**src/hdl/arpc_pkg.sv**
```systemverilog
`default_nettype none
package arpc_pkg;

  localparam int RELAY_NUM = 16;
  localparam int IDX_W = (RELAY_NUM > 1) ? $clog2(RELAY_NUM) : 1;
  localparam int DRIVE_W = 16;
  localparam int TICK_W = 16;
  localparam int VALUE_W = 32;

  localparam logic [TICK_W-1:0] CLOSE_PERIOD_RESET = 16'd700;

  // command queue between front and back
  localparam int QDEPTH = 2;
  localparam int QPTR_W = 1;

  // opcodes
  localparam logic [2:0] OP_TICK      = 3'd0;
  localparam logic [2:0] OP_PING      = 3'd1;
  localparam logic [2:0] OP_GET_ARMED = 3'd2;
  localparam logic [2:0] OP_SET_ARMED = 3'd3;
  localparam logic [2:0] OP_IGNITE    = 3'd4;

  // reply kinds
  localparam logic [1:0] KIND_NONE    = 2'd0;
  localparam logic [1:0] KIND_PING    = 2'd1;
  localparam logic [1:0] KIND_ARMED   = 2'd2;
  localparam logic [1:0] KIND_CONFIRM = 2'd3;

  // back-end actions
  localparam logic [1:0] ACT_NONE = 2'd0;
  localparam logic [1:0] ACT_TICK = 2'd1;
  localparam logic [1:0] ACT_FIRE = 2'd2;

  // configuration register index
  localparam logic REG_CLOSE_PERIOD = 1'b0;

  typedef struct packed {
    logic [1:0]         act;
    logic [1:0]         kind;
    logic [VALUE_W-1:0] value;
    logic [IDX_W-1:0]   idx;
  } cmd_t;

endpackage
`default_nettype wire

```
**src/hdl/arpc_front.sv**
```systemverilog
`default_nettype none
module arpc_front (
  input  wire logic               clk,
  input  wire logic               rst_n,
  input  wire logic               in_valid,
  output logic                    in_ready,
  input  wire logic [2:0]         in_opcode,
  input  wire logic [31:0]        in_ping_iteration,
  input  wire logic               in_arm_value,
  input  wire logic [7:0]         in_relay_index,
  input  wire logic               q_full,
  output logic                    q_push,
  output arpc_pkg::cmd_t          q_entry
);

  logic armed_r;
  logic armed_nxt;
  logic idx_ok;

  assign in_ready = !q_full;
  assign q_push   = in_valid && in_ready;
  assign idx_ok   = in_relay_index < 8'(arpc_pkg::RELAY_NUM);

  always_comb begin
    q_entry       = '0;
    q_entry.idx   = in_relay_index[arpc_pkg::IDX_W-1:0];
    armed_nxt     = armed_r;
    unique case (in_opcode)
      arpc_pkg::OP_TICK: begin
        q_entry.act = arpc_pkg::ACT_TICK;
      end
      arpc_pkg::OP_PING: begin
        q_entry.kind  = arpc_pkg::KIND_PING;
        q_entry.value = in_ping_iteration;
      end
      arpc_pkg::OP_GET_ARMED: begin
        q_entry.kind  = arpc_pkg::KIND_ARMED;
        q_entry.value = arpc_pkg::VALUE_W'(armed_r);
      end
      arpc_pkg::OP_SET_ARMED: begin
        armed_nxt = in_arm_value;
      end
      arpc_pkg::OP_IGNITE: begin
        if (armed_r) begin
          q_entry.act   = idx_ok ? arpc_pkg::ACT_FIRE : arpc_pkg::ACT_NONE;
          q_entry.kind  = arpc_pkg::KIND_CONFIRM;
          q_entry.value = arpc_pkg::VALUE_W'(in_relay_index);
        end
      end
      default: begin
      end
    endcase
  end

  always_ff @(posedge clk) begin
    if (!rst_n) begin
      armed_r <= 1'b0;
    end else if (q_push) begin
      armed_r <= armed_nxt;
    end
  end

endmodule
`default_nettype wire

```
**src/hdl/arpc_queue.sv**
```systemverilog
`default_nettype none
module arpc_queue (
  input  wire logic           clk,
  input  wire logic           rst_n,
  input  wire logic           push,
  input  arpc_pkg::cmd_t      push_entry,
  output logic                full,
  output logic                head_valid,
  output arpc_pkg::cmd_t      head_entry,
  input  wire logic           pop
);

  arpc_pkg::cmd_t                 slot_r [arpc_pkg::QDEPTH];
  logic [arpc_pkg::QPTR_W-1:0]    wptr_r;
  logic [arpc_pkg::QPTR_W-1:0]    rptr_r;
  logic [arpc_pkg::QPTR_W:0]      count_r;

  assign full       = count_r == (arpc_pkg::QPTR_W+1)'(arpc_pkg::QDEPTH);
  assign head_valid = count_r != '0;
  assign head_entry = slot_r[rptr_r];

  always_ff @(posedge clk) begin
    if (push) begin
      slot_r[wptr_r] <= push_entry;
    end
  end

  always_ff @(posedge clk) begin
    if (!rst_n) begin
      wptr_r  <= '0;
      rptr_r  <= '0;
      count_r <= '0;
    end else begin
      if (push) begin
        wptr_r <= wptr_r + 1'b1;
      end
      if (pop) begin
        rptr_r <= rptr_r + 1'b1;
      end
      if (push && !pop) begin
        count_r <= count_r + 1'b1;
      end else if (pop && !push) begin
        count_r <= count_r - 1'b1;
      end
    end
  end

endmodule
`default_nettype wire

```
**src/hdl/arpc_back.sv**
```systemverilog
`default_nettype none
module arpc_back (
  input  wire logic                         clk,
  input  wire logic                         rst_n,
  input  wire logic [arpc_pkg::TICK_W-1:0]  close_period,
  input  wire logic                         q_valid,
  input  arpc_pkg::cmd_t                    q_entry,
  output logic                              q_pop,
  output logic                              out_valid,
  input  wire logic                         out_ready,
  output logic [1:0]                        out_reply_kind,
  output logic [31:0]                       out_reply_value,
  output logic [15:0]                       out_relay_drive
);

  localparam logic [1:0] ST_IDLE = 2'd0;
  localparam logic [1:0] ST_SCAN = 2'd1;
  localparam logic [1:0] ST_FIN  = 2'd2;

  localparam logic [arpc_pkg::IDX_W-1:0] LAST_IDX = arpc_pkg::IDX_W'(arpc_pkg::RELAY_NUM - 1);

  logic [1:0]                      state_r, state_nxt;
  logic [arpc_pkg::IDX_W-1:0]      cnt_r, cnt_nxt;
  logic [arpc_pkg::RELAY_NUM-1:0]  closed_r, closed_nxt;
  logic [arpc_pkg::TICK_W-1:0]     ticks_r [arpc_pkg::RELAY_NUM];

  logic                            out_valid_r, out_valid_nxt;
  logic [1:0]                      kind_r, kind_nxt;
  logic [31:0]                     value_r, value_nxt;
  logic [15:0]                     drive_r, drive_nxt;

  logic                            wr_en;
  logic [arpc_pkg::IDX_W-1:0]      wr_addr;
  logic [arpc_pkg::TICK_W-1:0]     wr_data;
  logic [arpc_pkg::TICK_W-1:0]     rd_data;
  logic [arpc_pkg::TICK_W-1:0]     dec;
  logic [arpc_pkg::RELAY_NUM-1:0]  fire_vec;
  logic                            out_free;

  assign out_free        = !out_valid_r || out_ready;
  assign rd_data         = ticks_r[cnt_r];
  assign dec             = (rd_data != '0) ? rd_data - 1'b1 : rd_data;
  assign out_valid       = out_valid_r;
  assign out_reply_kind  = kind_r;
  assign out_reply_value = value_r;
  assign out_relay_drive = drive_r;

  always_comb begin
    for (int i = 0; i < arpc_pkg::RELAY_NUM; i++) begin
      fire_vec[i] = (q_entry.idx == arpc_pkg::IDX_W'(i));
    end
  end

  always_comb begin
    state_nxt     = state_r;
    cnt_nxt       = cnt_r;
    closed_nxt    = closed_r;
    out_valid_nxt = out_valid_r && !out_ready;
    kind_nxt      = kind_r;
    value_nxt     = value_r;
    drive_nxt     = drive_r;
    wr_en         = 1'b0;
    wr_addr       = cnt_r;
    wr_data       = dec;
    q_pop         = 1'b0;
    unique case (state_r)
      ST_IDLE: begin
        if (q_valid) begin
          if (q_entry.act == arpc_pkg::ACT_TICK) begin
            state_nxt = ST_SCAN;
            cnt_nxt   = '0;
          end else if (out_free) begin
            if (q_entry.act == arpc_pkg::ACT_FIRE) begin
              closed_nxt = closed_r | fire_vec;
              wr_en      = 1'b1;
              wr_addr    = q_entry.idx;
              wr_data    = close_period;
            end
            q_pop         = 1'b1;
            out_valid_nxt = 1'b1;
            kind_nxt      = q_entry.kind;
            value_nxt     = q_entry.value;
            drive_nxt     = 16'(closed_nxt);
          end
        end
      end
      ST_SCAN: begin
        if (closed_r[cnt_r]) begin
          wr_en = 1'b1;
          if (dec == '0) begin
            closed_nxt[cnt_r] = 1'b0;
          end
        end
        if (cnt_r == LAST_IDX) begin
          state_nxt = ST_FIN;
        end else begin
          cnt_nxt = cnt_r + 1'b1;
        end
      end
      ST_FIN: begin
        if (out_free) begin
          q_pop         = 1'b1;
          out_valid_nxt = 1'b1;
          kind_nxt      = q_entry.kind;
          value_nxt     = q_entry.value;
          drive_nxt     = 16'(closed_r);
          state_nxt     = ST_IDLE;
        end
      end
      default: begin
        state_nxt = ST_IDLE;
      end
    endcase
  end

  always_ff @(posedge clk) begin
    if (wr_en) begin
      ticks_r[wr_addr] <= wr_data;
    end
    kind_r  <= kind_nxt;
    value_r <= value_nxt;
    drive_r <= drive_nxt;
  end

  always_ff @(posedge clk) begin
    if (!rst_n) begin
      state_r     <= ST_IDLE;
      cnt_r       <= '0;
      closed_r    <= '0;
      out_valid_r <= 1'b0;
    end else begin
      state_r     <= state_nxt;
      cnt_r       <= cnt_nxt;
      closed_r    <= closed_nxt;
      out_valid_r <= out_valid_nxt;
    end
  end

endmodule
`default_nettype wire

```
**src/hdl/armed_relay_pulse_controller_core.sv**
```systemverilog
`default_nettype none
// channel   | ports                                           | handshake
// ----------+-------------------------------------------------+-----------------
// input     | in_opcode, in_ping_iteration, in_arm_value,     | in_valid/in_ready
//           | in_relay_index                                  |
// result    | out_reply_kind, out_reply_value, out_relay_drive| out_valid/out_ready
// config    | cfg_psel/penable/pwrite/paddr/pwdata/prdata     | apb, pready high
//
// a tick walks the back end from IDLE through SCAN to FIN, where it waits for the result register: the
//   down-counters sit behind one read and one write port and are visited one a cycle
// every other command leaves the back end straight from IDLE once the result register is free
// the front end takes one transfer a cycle while the two-entry command queue has room
// rst_n is synchronous: it disarms, opens all relays, empties the queue, period = 700
// a stalled result holds in the output register; the queue absorbs up to two more items
module armed_relay_pulse_controller_core (
  input  wire logic        clk,
  input  wire logic        rst_n,
  // input channel
  input  wire logic        in_valid,
  output logic             in_ready,
  input  wire logic [2:0]  in_opcode,
  input  wire logic [31:0] in_ping_iteration,
  input  wire logic        in_arm_value,
  input  wire logic [7:0]  in_relay_index,
  // result channel
  output logic             out_valid,
  input  wire logic        out_ready,
  output logic [1:0]       out_reply_kind,
  output logic [31:0]      out_reply_value,
  output logic [15:0]      out_relay_drive,
  // configuration port
  input  wire logic        cfg_psel,
  input  wire logic        cfg_penable,
  input  wire logic        cfg_pwrite,
  input  wire logic [2:0]  cfg_paddr,
  input  wire logic [31:0] cfg_pwdata,
  output logic [31:0]      cfg_prdata,
  output logic             cfg_pready
);

  logic [arpc_pkg::TICK_W-1:0] close_period_r;
  logic                        cfg_wr;
  logic                        cfg_sel_period;

  // queue hookup
  logic                        q_push;
  logic                        q_full;
  logic                        q_valid;
  logic                        q_pop;
  arpc_pkg::cmd_t              q_in_entry;
  arpc_pkg::cmd_t              q_head;

  // register file: one register, word index taken from paddr[2]
  assign cfg_pready     = 1'b1;
  assign cfg_sel_period = cfg_paddr[2] == arpc_pkg::REG_CLOSE_PERIOD;
  assign cfg_wr         = cfg_psel && cfg_penable && cfg_pwrite && cfg_pready;
  assign cfg_prdata     = cfg_sel_period ? 32'(close_period_r) : 32'd0;

  always_ff @(posedge clk) begin
    if (!rst_n) begin
      close_period_r <= arpc_pkg::CLOSE_PERIOD_RESET;
    end else if (cfg_wr && cfg_sel_period) begin
      close_period_r <= cfg_pwdata[arpc_pkg::TICK_W-1:0];
    end
  end

  // front: decode, arm interlock, reply precompute
  arpc_front u_front (
    .clk               (clk),
    .rst_n             (rst_n),
    .in_valid          (in_valid),
    .in_ready          (in_ready),
    .in_opcode         (in_opcode),
    .in_ping_iteration (in_ping_iteration),
    .in_arm_value      (in_arm_value),
    .in_relay_index    (in_relay_index),
    .q_full            (q_full),
    .q_push            (q_push),
    .q_entry           (q_in_entry)
  );

  // decoupling queue
  arpc_queue u_queue (
    .clk        (clk),
    .rst_n      (rst_n),
    .push       (q_push),
    .push_entry (q_in_entry),
    .full       (q_full),
    .head_valid (q_valid),
    .head_entry (q_head),
    .pop        (q_pop)
  );

  // back: relay state, tick scan, result register
  arpc_back u_back (
    .clk             (clk),
    .rst_n           (rst_n),
    .close_period    (close_period_r),
    .q_valid         (q_valid),
    .q_entry         (q_head),
    .q_pop           (q_pop),
    .out_valid       (out_valid),
    .out_ready       (out_ready),
    .out_reply_kind  (out_reply_kind),
    .out_reply_value (out_reply_value),
    .out_relay_drive (out_relay_drive)
  );

endmodule
`default_nettype wire

```
**config.mk**
```make
export PLATFORM = sky130hd
export DESIGN_NAME = armed_relay_pulse_controller_core
export DESIGN_NICKNAME = d
export VERILOG_FILES = /design/src/hdl/arpc_pkg.sv /design/src/hdl/arpc_front.sv /design/src/hdl/arpc_queue.sv /design/src/hdl/arpc_back.sv /design/src/hdl/armed_relay_pulse_controller_core.sv
export SDC_FILE = /design/constraint.sdc
export NUM_CORES = 1
export LEC_CHECK = 0
export ABC_AREA = 0
export ABC_CLOCK_PERIOD_IN_PS = 5500
export BUFFER_PORTS_ARGS = -buffer_cell sky130_fd_sc_hd__buf_4
export CAP_MARGIN = 0
export CORE_MARGIN = 2
export CORE_UTILIZATION = 45
export DETAILED_ROUTE_END_ITERATION = 10
export HOLD_SLACK_MARGIN = 0.05
export PLACE_DENSITY = 0.69
export SETUP_SLACK_MARGIN = 0.02
export SYNTH_ARGS = -nofsm -noshare
export SYNTH_HDL_FRONTEND = slang
export SYNTH_HIERARCHICAL = 1
export SYNTH_SLANG_ARGS = --single-unit
```
**constraint.sdc**
```tcl
create_clock -name clk -period 5.5 [get_ports clk]
set_input_delay 0.275 -clock clk [delete_from_list [all_inputs] [get_ports clk]]
set_output_delay 0.275 -clock clk [all_outputs]
set_load 0.05 [all_outputs]
```
# After elaboration in Yosys (flattened, before gate mapping)
# Memory sizes are Yosys's and may differ from the RTL's. A register that Yosys moved wholly into a read port is not among the register bits.
# Index checks and enable logic that the tools add are counted.
# op_classes
magnitude_cmp	3
n_mux	70
addsub	6
n_bitwise	4
n_reduce_logical	29
n_eq_ne	34
# ops
operator	count
two-way mux 16 bit	14
case mux 34 bit (3 select lines)	1
two-way mux 32 bit	3
case mux 16 bit (2 select lines)	2
case mux 32 bit (2 select lines)	1
two-way mux 4 bit	10
== test 4 bit, second input constant	9
two-way mux 36 bit	1
two-way mux 2 bit	10
two-way mux 1 bit	19
bitwise AND 16 bit	1
== test 4 x 3 -> 1 bit, second input constant	4
logical NOT 16 bit	1
NOT 16 bit	1
OR 16 bit	1
nonzero test 16 bit	1
subtractor 16 x 1 -> 16 bit, second input constant	1
inequality test 2 x 1 -> 1 bit, second input constant	6
== test 4 x 2 -> 1 bit, second input constant	2
logical AND 1 bit	8
less-than comparator 8 x 5 -> 1 bit, second input constant	1
case mux 2 bit (2 select lines)	2
case mux 4 bit (2 select lines)	1
AND reduction 4 bit	2
other kinds (28)	44
# word_totals
ramBits	336
n_memories	2
out_inout_bits	85
ff_bits	94
# mem_list
memory	depth	word_bits	read_ports	rd_clocked_by_memory_dff	wr	line	text
u_back.ticks_r	16	16	1	1	1	arpc_back.sv:25	logic [arpc_pkg::TICK_W-1:0] ticks_r [arpc_pkg::RELAY_NUM];
u_queue.slot_r	2	40	1	1	1	arpc_queue.sv:13	arpc_pkg::cmd_t slot_r [arpc_pkg::QDEPTH];

# Depth between registers and ports, before layout
# Gate-level depths: netlist of run 1.
# depth
ltp_word	9
mapped_depth	18

# By module
# The synthesis of run 1 kept the hierarchy.
# modules_own_cells
module	cells_per_inst	area_each_um2	instances
arpc_back	780	14003.4	1
arpc_queue	146	3094.2	1
armed_relay_pulse_controller_core	106	937.1	1
arpc_front	59	455.4	1

# Least setup slack after synthesis of run 1
# OpenSTA, ideal clock, no wires.
# synth_path
kind	register to register
from	register (tool-made name)
to	register u_back/closed_r[4] in the netlist's numbering
stages_incl_launch_ff	19
setup_time_ns	0.133
arrival_time_ns	4.126
path_slack_ns	1.241
t_required_ns	5.367
path_buffers	7
synth_period_minus_slack_ns	4.259
path_cell_list	dfxtp_1 > buf_6 > buf_12 > buf_12 > buf_12 > buf_6 > mux4_2 > nand3_1 > and3_4 > ha_1 > nor3b_1 > o2bb2a_4 > and4_1 > buf_6 > mux2_4 > a2111o_1 > a2111oi_4 > buf_6 > a31oi_1
# synth_rtl
element	line	text
end signal, assigned	arpc_back.sv:134	closed_r <= closed_nxt;
end, declared	arpc_back.sv:24	logic [arpc_pkg::RELAY_NUM-1:0] closed_r, closed_nxt;

==> impl_metrics.py, run 1 <==
metrics = {
    "run_status": {
        "outcome": "finished, final reports clean",
    },
    "finish": {
        "diodes": 0,
        "layout_commonest_cell": "edfxtp_1",
        "area_growth_pct": 19.4,
        "drive_gt1_frac": 0.291,
        "final_area_sq_mm": 0.0221,
        "num-nets-final": 1413,
        "mostFrequentLayoutCells": "386 x edfxtp_1, 178 x buf_4, 61 x dlygate4sd3_1, 58 x nor2_1, 54 x nand2_1",
        "post-route-util": 0.542,
    },
    "place": {
        "dp_hpwl_microns": 24900,
        "gp_congestion": 0.890,
        "placed_cell_area_sq_mm": 0.0200,
        "port_buffers": 135,
    },
    "clocking": {
        "clock_latency_ns": 0.58,
        "h-tree-depth": 2,
        "cts_buffers": 44,
        "clk_path_buf_depth": 3,
        "post_cts_buffers": 0,
        "cts_tree": "built",
        "clk_pin_slew_ns": 0.06,
        "clock-sinks": 435,
        "root_buffer": "clkbuf_16",
    },
    "drt": {
        "routedWlPerCell_microns": 22.2,
        "routed_wl_microns": 41900,
        "drt_pass1_iterations": 5,
        "via_per_inst": 5.50,
        "postRouteAntennaNets": 0,
        "drt-initial-drc-count": 692,
        "drc_errors": 0,
        "vias": 10400,
    },
    "sta": {
        "post-route-min-period_ns": 4.79,
        "tightest_slew_ns": 1.16,
        "fmax_ghz": 0.209,
        "hold_viol": 0,
        "clock_skew_ns": 0.0201,
        "period_share": 0.871,
        "setup_tns_ns": 0,
        "setup_viol": 0,
        "drv_slew": 0,
        "fin_hold_ws_ns": 0.136,
        "rsz0062_at_grt": "no",
        "max_slew_margin": 0.224,
    },
    "critical_path": {
        "start_kind": "flop",
        "cp-end-kind": "flop",
        "critPathTopFamily": "simple AND/OR/NAND/NOR gates",
        "required_ns": 5.94,
        "crit_top_cell": "buf_4",
        "crit_chain": "buf_4 > mux4_1 > a22o_1 > nor2_2 > nor4b_2 > and4_1 > mux2_4 > a2111o_1 > a2111oi_4 > buf_4 > a31oi_1",
        "cp_slowest_cell": "dfxtp_2",
        "path_buf_inv": 2,
        "max_stage_delay_ns": 0.86,
        "arrival_ns": 5.23,
        "crit_type": "reg2reg",
        "cp_max_fo": 26,
    },
    "yosys": {
        "yosysUniqueCellTypes": 79,
        "ys_warn_count": 6,
        "synth-seq-area-share": 0.680,
        "ys_ff_latch": 435,
        "async_flop_share": 0,
        "syn_inst": 1091,
        "synth_edf_count": 386,
        "synthFlopType": "edfxtp_1",
        "syn_avg_cell_area_sq_um": 16.9,
        "synth_area_sq_mm": 0.0185,
    },
    "global_route": {
        "track_usage": 0.199,
        "grt_pass1_wl_microns": 62900,
        "grt_antenna_before_repair": 0,
        "grt_remaining_overflow": 0,
        "grt_max_degree": 63,
        "grt_pass1_vias": 10500,
    },
    "floorplan": {
        "dieWidth_microns": 207,
        "dieArea_sq_mm": 0.0427,
        "die_h_microns": 207,
        "coreArea_sq_mm": 0.0407,
        "rows": 74,
        "initial_core_util": 0.454,
        "ioPinCount": 171,
    },
    "pwr": {
        "ir_worst_vdd_mv": 0.300,
        "power_density_mw_per_mm2": 436,
        "power.total_mw": 9.62,
        "power_leakage_nw": 7.73,
    },
    "hold_path": {
        "hold_class": "in2reg",
    },
    "flow_run": {
        "drv_cap": 0,
    },
}
[routing by layer]
metal / global-route usage / vias up / wire (microns) / part of all wire
met2: 0.331 / 323 / 20800 / 0.50
met1: 0.268 / 5304 / 17600 / 0.42
met3: 0.0374 / 60 / 2450 / 0.059
met4: 0.0626 / 0 / 1020 / 0.024
li1: - / 4705 / - / -
met5: 0 / - / 0 / 0
[tightest hold or removal path, delay by kind of cell]
| family | cells | cell delay [ns] |
|---|---|---|
| simple gates | 1 | 0.11 |
| buf+inv | 1 | 0.08 |
| compound gates | 1 | 0.20 |
[Yosys cell counts (8+ instances only)]
cell type	number	area (sq um)
edfxtp_1	386	11600
nor2_1	62	233
nand2_1	54	203
mux2_2	50	563
dfxtp_1	49	981
nor2b_1	39	244
a22oi_1	33	248
mux4_1	33	867
mux4_2	33	743
mux2i_1	30	300
and2_1	27	169
buf_4	23	173
a21oi_1	20	100
a31oi_1	20	125
nor3_1	17	85.1
clkbuf_1	16	60.1
a21o_1	12	90.1
xnor2_1	11	96.3
buf_6	9	101
clkbuf_8	9	124
and2b_2	8	70.1
buf_2	8	40.0
o21ai_0	8	40.0
[worst paths after layout]
path                                             to         startpoint  slack (ns)  cells after the start
worst max-delay path            u_back/closed_r[14]               flop        0.71                     11
worst min-delay path               u_back/out_valid          out_ready        0.14                      3
worst max register to register  u_back/closed_r[14]               flop        0.71                     11
worst min register to register    close_period_r[0]  close_period_r[0]        0.47                      2
[stage by stage]
| step | setup WS (ns) | std cells |
|---|---|---|
| floorplan | 1.24 | 1106 |
| global placement | 0.786 | 1745 |
| detailed placement | 0.759 | 1745 |
| CTS | 0.703 | 1888 |
| global route | 0.325 | 1888 |
| finish | 0.710 | 1888 |
[kinds of logic (layout without fill, tap and decap cells)]
| family | Yosys count | count (layout) | synth area share |
|---|---|---|---|
| compound gates | 125 | 125 | 0.0500 |
| xor+xnor | 15 | 15 | 0.00710 |
| fa+ha+maj | 7 | 7 | 0.00474 |
| buf+inv | 80 | 330 | 0.0367 |
| flops | 435 | 435 | 0.680 |
| mux | 147 | 147 | 0.135 |
| other cells | 2 | 17 | 0.000406 |
| simple gates | 280 | 280 | 0.0865 |
[what timing repair did]
| action | in CTS | in global routing |
|---|---|---|
| endpoints found under the hold margin | 93 | 0 |
| resized for setup | 0 | 0 |
| hold buffers | 61 | 0 |
[area by class of cell]
cell class / instances / area (sq um)
sequential: 435 / 12600
tap: 532 / 666
fill: 3171 / 18700
multi-input combinational: 591 / 5320
timing repair buffer: 241 / 1990
clock inverter: 28 / 345
inverter: 7 / 26.3
clock buffer: 54 / 1150
[power breakdown]
group,internal [mW],total [mW],switching (mW),leakage (nW)
sequential,4.20,4.31,0.111,3.95
clock,1.84,3.09,1.25,0.730
combinational,0.712,2.22,1.51,3.05
total,6.75,9.62,2.87,7.73
[registers in the layout, summed over array words and instances, names as in the netlist, 2 cells and up, named ones only]
| register | cells |
|---|---|
| u_back/out_reply_value | 32 |
| u_back/out_reply_kind | 2 |
| u_back/state_r | 2 |
| u_back/ticks_r | 256 |
| u_back/closed_r | 16 |
| u_queue/slot_r | 80 |
| close_period_r | 16 |
| u_queue/count_r | 2 |
| u_back/cnt_r | 4 |
| u_back/out_relay_drive | 16 |
Power figures use the tool's default switching activity.
==> run 2, diff against run 1 <==
- ABC_CLOCK_PERIOD_IN_PS: 5500 -> 5950
- clock period: 5.5 -> 5.95 ns (I/O delays scaled with it)
==> impl_metrics.py, run 2 (synthesis gave the netlist of run 1 again) <==
metrics = {
    "run_status": {
        "outcome": "finished, final reports clean",
    },
    "hold_path": {
        "hold_class": "in2reg",
    },
    "drt": {
        "routed_wl_microns": 40900,
        "drt-initial-drc-count": 783,
        "postRouteAntennaNets": 0,
        "drc_errors": 0,
        "drt_pass1_iterations": 5,
        "met2WireLength_microns": 20200,
        "top_layer_used": "met4",
        "routedWlPerCell_microns": 21.7,
        "via_per_inst": 5.48,
        "met3_length_microns": 2560,
        "wl_met1_microns": 17000,
        "vias": 10300,
    },
    "global_route": {
        "grt_remaining_overflow": 0,
        "grt_pass1_vias": 10300,
        "grt_antenna_before_repair": 0,
        "track_usage": 0.193,
        "grt_pass1_wl_microns": 61100,
        "grt_max_degree": 63,
    },
    "clocking": {
        "root_buffer": "clkbuf_16",
        "h-tree-depth": 2,
        "post_cts_buffers": 0,
        "cts_buffers": 46,
        "post_cts_resized": 0,
        "clock-sinks": 435,
        "clock_latency_ns": 0.57,
        "cts_tree": "built",
        "clk_pin_slew_ns": 0.06,
        "clk_path_buf_depth": 3,
    },
    "finish": {
        "regMostFlops": "u_back/ticks_r",
        "final_area_sq_mm": 0.0220,
        "area_growth_pct": 18.9,
        "num-nets-final": 1408,
        "layout_commonest_cell": "edfxtp_1",
        "largest_reg_flops": 256,
        "mostFrequentLayoutCells": "386 x edfxtp_1, 174 x buf_4, 59 x dlygate4sd3_1, 58 x nor2_1, 54 x nand2_1",
        "drive_gt1_frac": 0.289,
    },
    "sta": {
        "drv_slew": 0,
        "post-route-min-period_ns": 4.83,
        "period_share": 0.812,
        "tightest_slew_ns": 1.22,
        "rsz0062_at_grt": "no",
        "setup_viol": 0,
        "worst_slack_ns": 1.12,
        "hold_viol": 0,
        "setup_tns_ns": 0,
        "max_slew_margin": 0.184,
        "fmax_ghz": 0.207,
        "clock_skew_ns": 0.0289,
    },
    "pwr": {
        "power.total_mw": 8.80,
        "ir_worst_vdd_mv": 0.348,
        "power_leakage_nw": 7.69,
        "power_density_mw_per_mm2": 401,
    },
    "critical_path": {
        "crit_chain": "buf_12 > mux4_1 > a22o_1 > nor2_2 > nor4b_2 > and4_1 > mux2_4 > a2111o_1 > a2111oi_4 > buf_4 > a31oi_1",
        "arrival_ns": 5.26,
        "required_ns": 6.38,
        "critPathTopFamily": "simple AND/OR/NAND/NOR gates",
        "start_kind": "flop",
        "max_stage_delay_ns": 0.65,
        "cp-end-kind": "flop",
        "crit_type": "reg2reg",
        "path_buf_inv": 2,
        "cp_max_fo": 45,
        "cp_slowest_cell": "dfxtp_2",
    },
    "flow_run": {
        "drv_cap": 0,
    },
    "floorplan": {
        "coreArea_sq_mm": 0.0407,
        "dieWidth_microns": 207,
        "rows": 74,
        "dieArea_sq_mm": 0.0427,
        "ioPinCount": 171,
        "die_h_microns": 207,
        "initial_core_util": 0.454,
    },
    "place": {
        "preCtsSetupSlack_ns": 1.11,
        "port_buffers": 135,
        "dp_hpwl_microns": 24400,
        "placed_cell_area_sq_mm": 0.0199,
        "gp_congestion": 0.893,
    },
}
==> run 2: final cells by class <==
cell class / count / area (sq um)
multi-input combinational: 591 / 5320
fill: 3199 / 18800
antenna: 1 / 2.50
clock inverter: 20 / 203
sequential: 435 / 12600
inverter: 7 / 26.3
tap: 532 / 666
timing repair buffer: 234 / 1920
clock buffer: 63 / 1270
==> run 2: path summary, 6_finish.rpt <==
| check | from | end | slack (ns) | cells past startpoint |
|---|---|---|---|---|
| worst min-delay path | in_opcode[2] | u_queue/slot_r[0][38] | 0.08 | 2 |
| worst max-delay path | flop | u_back/closed_r[9] | 1.12 | 11 |
| worst min register to register | close_period_r[14] | close_period_r[14] | 0.47 | 2 |
| worst max register to register | flop | u_back/closed_r[9] | 1.12 | 11 |
==> run 2: metal layers <==
metal  global-route usage  vias up
li1                     -     4688
met1                0.257     5201
met2                0.321      358
met3               0.0367       73
met4               0.0656        0
met5                    0        -
==> run 2: through the flow <==
stage               hold slack [ns]  instances   util
floorplan                     0.415       1106      -
global placement              0.459       1740  0.489
detailed placement            0.463       1740  0.489
CTS                          0.0563       1882  0.539
global route                 0.0680       1882  0.539
finish                       0.0837       1883  0.540
==> run 2: report_power, final <==
| group | switching, mW | leakage (nW) | total (mW) | internal, mW |
|---|---|---|---|---|
| sequential | 0.102 | 3.95 | 3.99 | 3.89 |
| combinational | 1.39 | 3.02 | 2.03 | 0.647 |
| clock | 1.12 | 0.725 | 2.78 | 1.66 |
==> run 2: what timing repair did <==
action,in CTS,in global routing
setup endpoints to repair,0,0
hold buffers,59,0
endpoints found under the hold margin,91,0
==> run 3, diff against run 2 <==
- ABC_CLOCK_PERIOD_IN_PS: 5950 -> 4800
- clock period: 5.95 -> 4.8 ns (I/O delays scaled with it)
==> impl_metrics.py, run 3 (synthesis gave the netlist of run 1 again) <==
metrics = {
    "clocking": {
        "clk_path_buf_depth": 3,
        "clock_latency_ns": 0.57,
        "h-tree-depth": 2,
        "post_cts_buffers": 0,
        "cts_tree": "built",
        "clk_pin_slew_ns": 0.06,
        "root_buffer": "clkbuf_16",
        "cts_buffers": 46,
        "clock-sinks": 435,
    },
    "sta": {
        "clock_skew_ns": 0.0183,
        "tightest_slew_ns": 1.10,
        "fmax_ghz": 0.224,
        "hold_viol": 0,
        "period_share": 0.932,
        "setup_tns_ns": 0,
        "worst_slack_ns": 0.326,
        "post-route-min-period_ns": 4.47,
        "setup_viol": 0,
        "max_slew_margin": 0.263,
        "drv_slew": 0,
        "rsz0062_at_grt": "no",
    },
    "pwr": {
        "pwr-share-clk": 0.329,
        "power_density_mw_per_mm2": 501,
        "sequentialPowerShare": 0.443,
        "power.total_mw": 11.2,
        "p_sw_frac": 0.298,
        "switchingPower_mw": 3.33,
        "internal-power_mw": 7.86,
        "ir_worst_vdd_mv": 0.373,
        "combPwrFrac": 0.227,
        "power_leakage_nw": 7.87,
    },
    "critical_path": {
        "cp_max_fo": 39,
        "cp-end-kind": "flop",
        "start_kind": "flop",
        "arrival_ns": 4.90,
        "required_ns": 5.23,
        "crit_type": "reg2reg",
    },
    "drt": {
        "postRouteAntennaNets": 0,
        "via_per_inst": 5.53,
        "drt_pass1_iterations": 5,
        "drc_errors": 0,
        "routed_wl_microns": 42400,
        "routedWlPerCell_microns": 22.2,
        "vias": 10500,
        "drt-initial-drc-count": 743,
    },
    "run_status": {
        "outcome": "finished, final reports clean",
    },
    "finish": {
        "mostFrequentLayoutCells": "386 x edfxtp_1, 195 x buf_4, 61 x dlygate4sd3_1, 58 x nor2_1, 54 x nand2_1",
        "area_growth_pct": 20.7,
        "layout_commonest_cell": "edfxtp_1",
        "largest_reg_flops": 256,
        "drive_gt1_frac": 0.307,
        "num-nets-final": 1433,
        "post-route-util": 0.548,
        "regMostFlops": "u_back/ticks_r",
    },
    "global_route": {
        "grt_antenna_before_repair": 1,
        "track_usage": 0.201,
        "grt_remaining_overflow": 0,
        "grt_max_degree": 63,
        "grt_pass1_wl_microns": 63000,
        "grt_pass1_vias": 10600,
    },
    "flow_run": {
        "drv_cap": 0,
    },
    "place": {
        "port_buffers": 135,
        "dp_hpwl_microns": 25000,
        "preCtsSetupSlack_ns": 0.290,
        "gp_congestion": 0.863,
    },
    "floorplan": {
        "rows": 74,
        "initial_core_util": 0.454,
        "coreArea_sq_mm": 0.0407,
        "ioPinCount": 171,
        "dieWidth_microns": 207,
        "dieArea_sq_mm": 0.0427,
        "die_h_microns": 207,
    },
    "hold_path": {
        "hold_class": "in2reg",
    },
}
==> run 3: cell count changes in the layout (fill, tap and decap cells not counted), moves of 4 or more <==
| cell | previous run | this run |
|---|---|---|
| buf_4 | 174 | 195 |
| clkbuf_1 | 13 | 2 |
| clkinv_1 | 3 | 10 |
| a21oi_1 | 20 | 16 |
| a21oi_2 | 0 | 4 |
| bufinv_16 | 4 | 8 |
==> run 3: path summary, 6_finish.rpt <==
kind / cells past startpoint / end / startpoint / slack (ns)
max: 12 / u_back/closed_r[12] / flop / 0.33
min: 3 / u_back/out_valid / out_ready / 0.11
max reg2reg: 12 / u_back/closed_r[12] / flop / 0.33
min reg2reg: 2 / close_period_r[8] / close_period_r[8] / 0.47
==> run 3: what timing repair did <==
item,4_1_cts,5_1_grt
setup endpoints to repair,0,64
hold buffers,61,0
hold endpoints to repair,93,0
resized for setup,0,4
==> run 3: critical path: stages, from the launching register on <==
cell       delay, ns
dfxtp_2         0.59
buf_12          0.31
mux4_1          0.62
a22oi_1         0.30
nand2_1         0.18
nor4b_2         0.42
and4_1          0.28
buf_4           0.14
mux2_4          0.29
a2111o_1        0.42
a2111oi_4       0.43
buf_12          0.20
a31oi_1         0.09
==> run 3: final cells by class <==
cell class / count / area, sq um
fill: 3191 / 18400
sequential: 435 / 12600
multi-input combinational: 591 / 5340
timing repair buffer: 259 / 2130
clock buffer: 49 / 1180
tap: 532 / 666
clock inverter: 35 / 398
inverter: 7 / 26.3
antenna: 1 / 2.50
==> run 3: power groups by stage <==
stage          logic (mW)  clock network [mW]  registers, mW
6_report             2.54                3.69           4.96
5_1_grt              2.69                3.89           4.99
3_3_place_gp         2.45                   0           5.02
4_1_cts              2.54                3.74           4.96
2_1_floorplan        1.15                   0           5.62
3_5_place_dp         2.50                   0           5.03
==> run 3: stage by stage <==
step                      hold slack (ns)  std cells  area (sq um)
after floorplan                     0.358       1106         18500
after global placement              0.444       1763         20100
after detailed placement            0.450       1763         20100
after CTS                          0.0726       1908         22300
after global routing                0.111       1909         22300
final                               0.107       1909         22300
==> run 3: routing by layer <==
layer  wire, microns  track usage  share of wire
met1           17400        0.262           0.41
met2           20900        0.336           0.49
met3            2940       0.0391          0.069
met4            1160       0.0745          0.027
met5               0            0              0
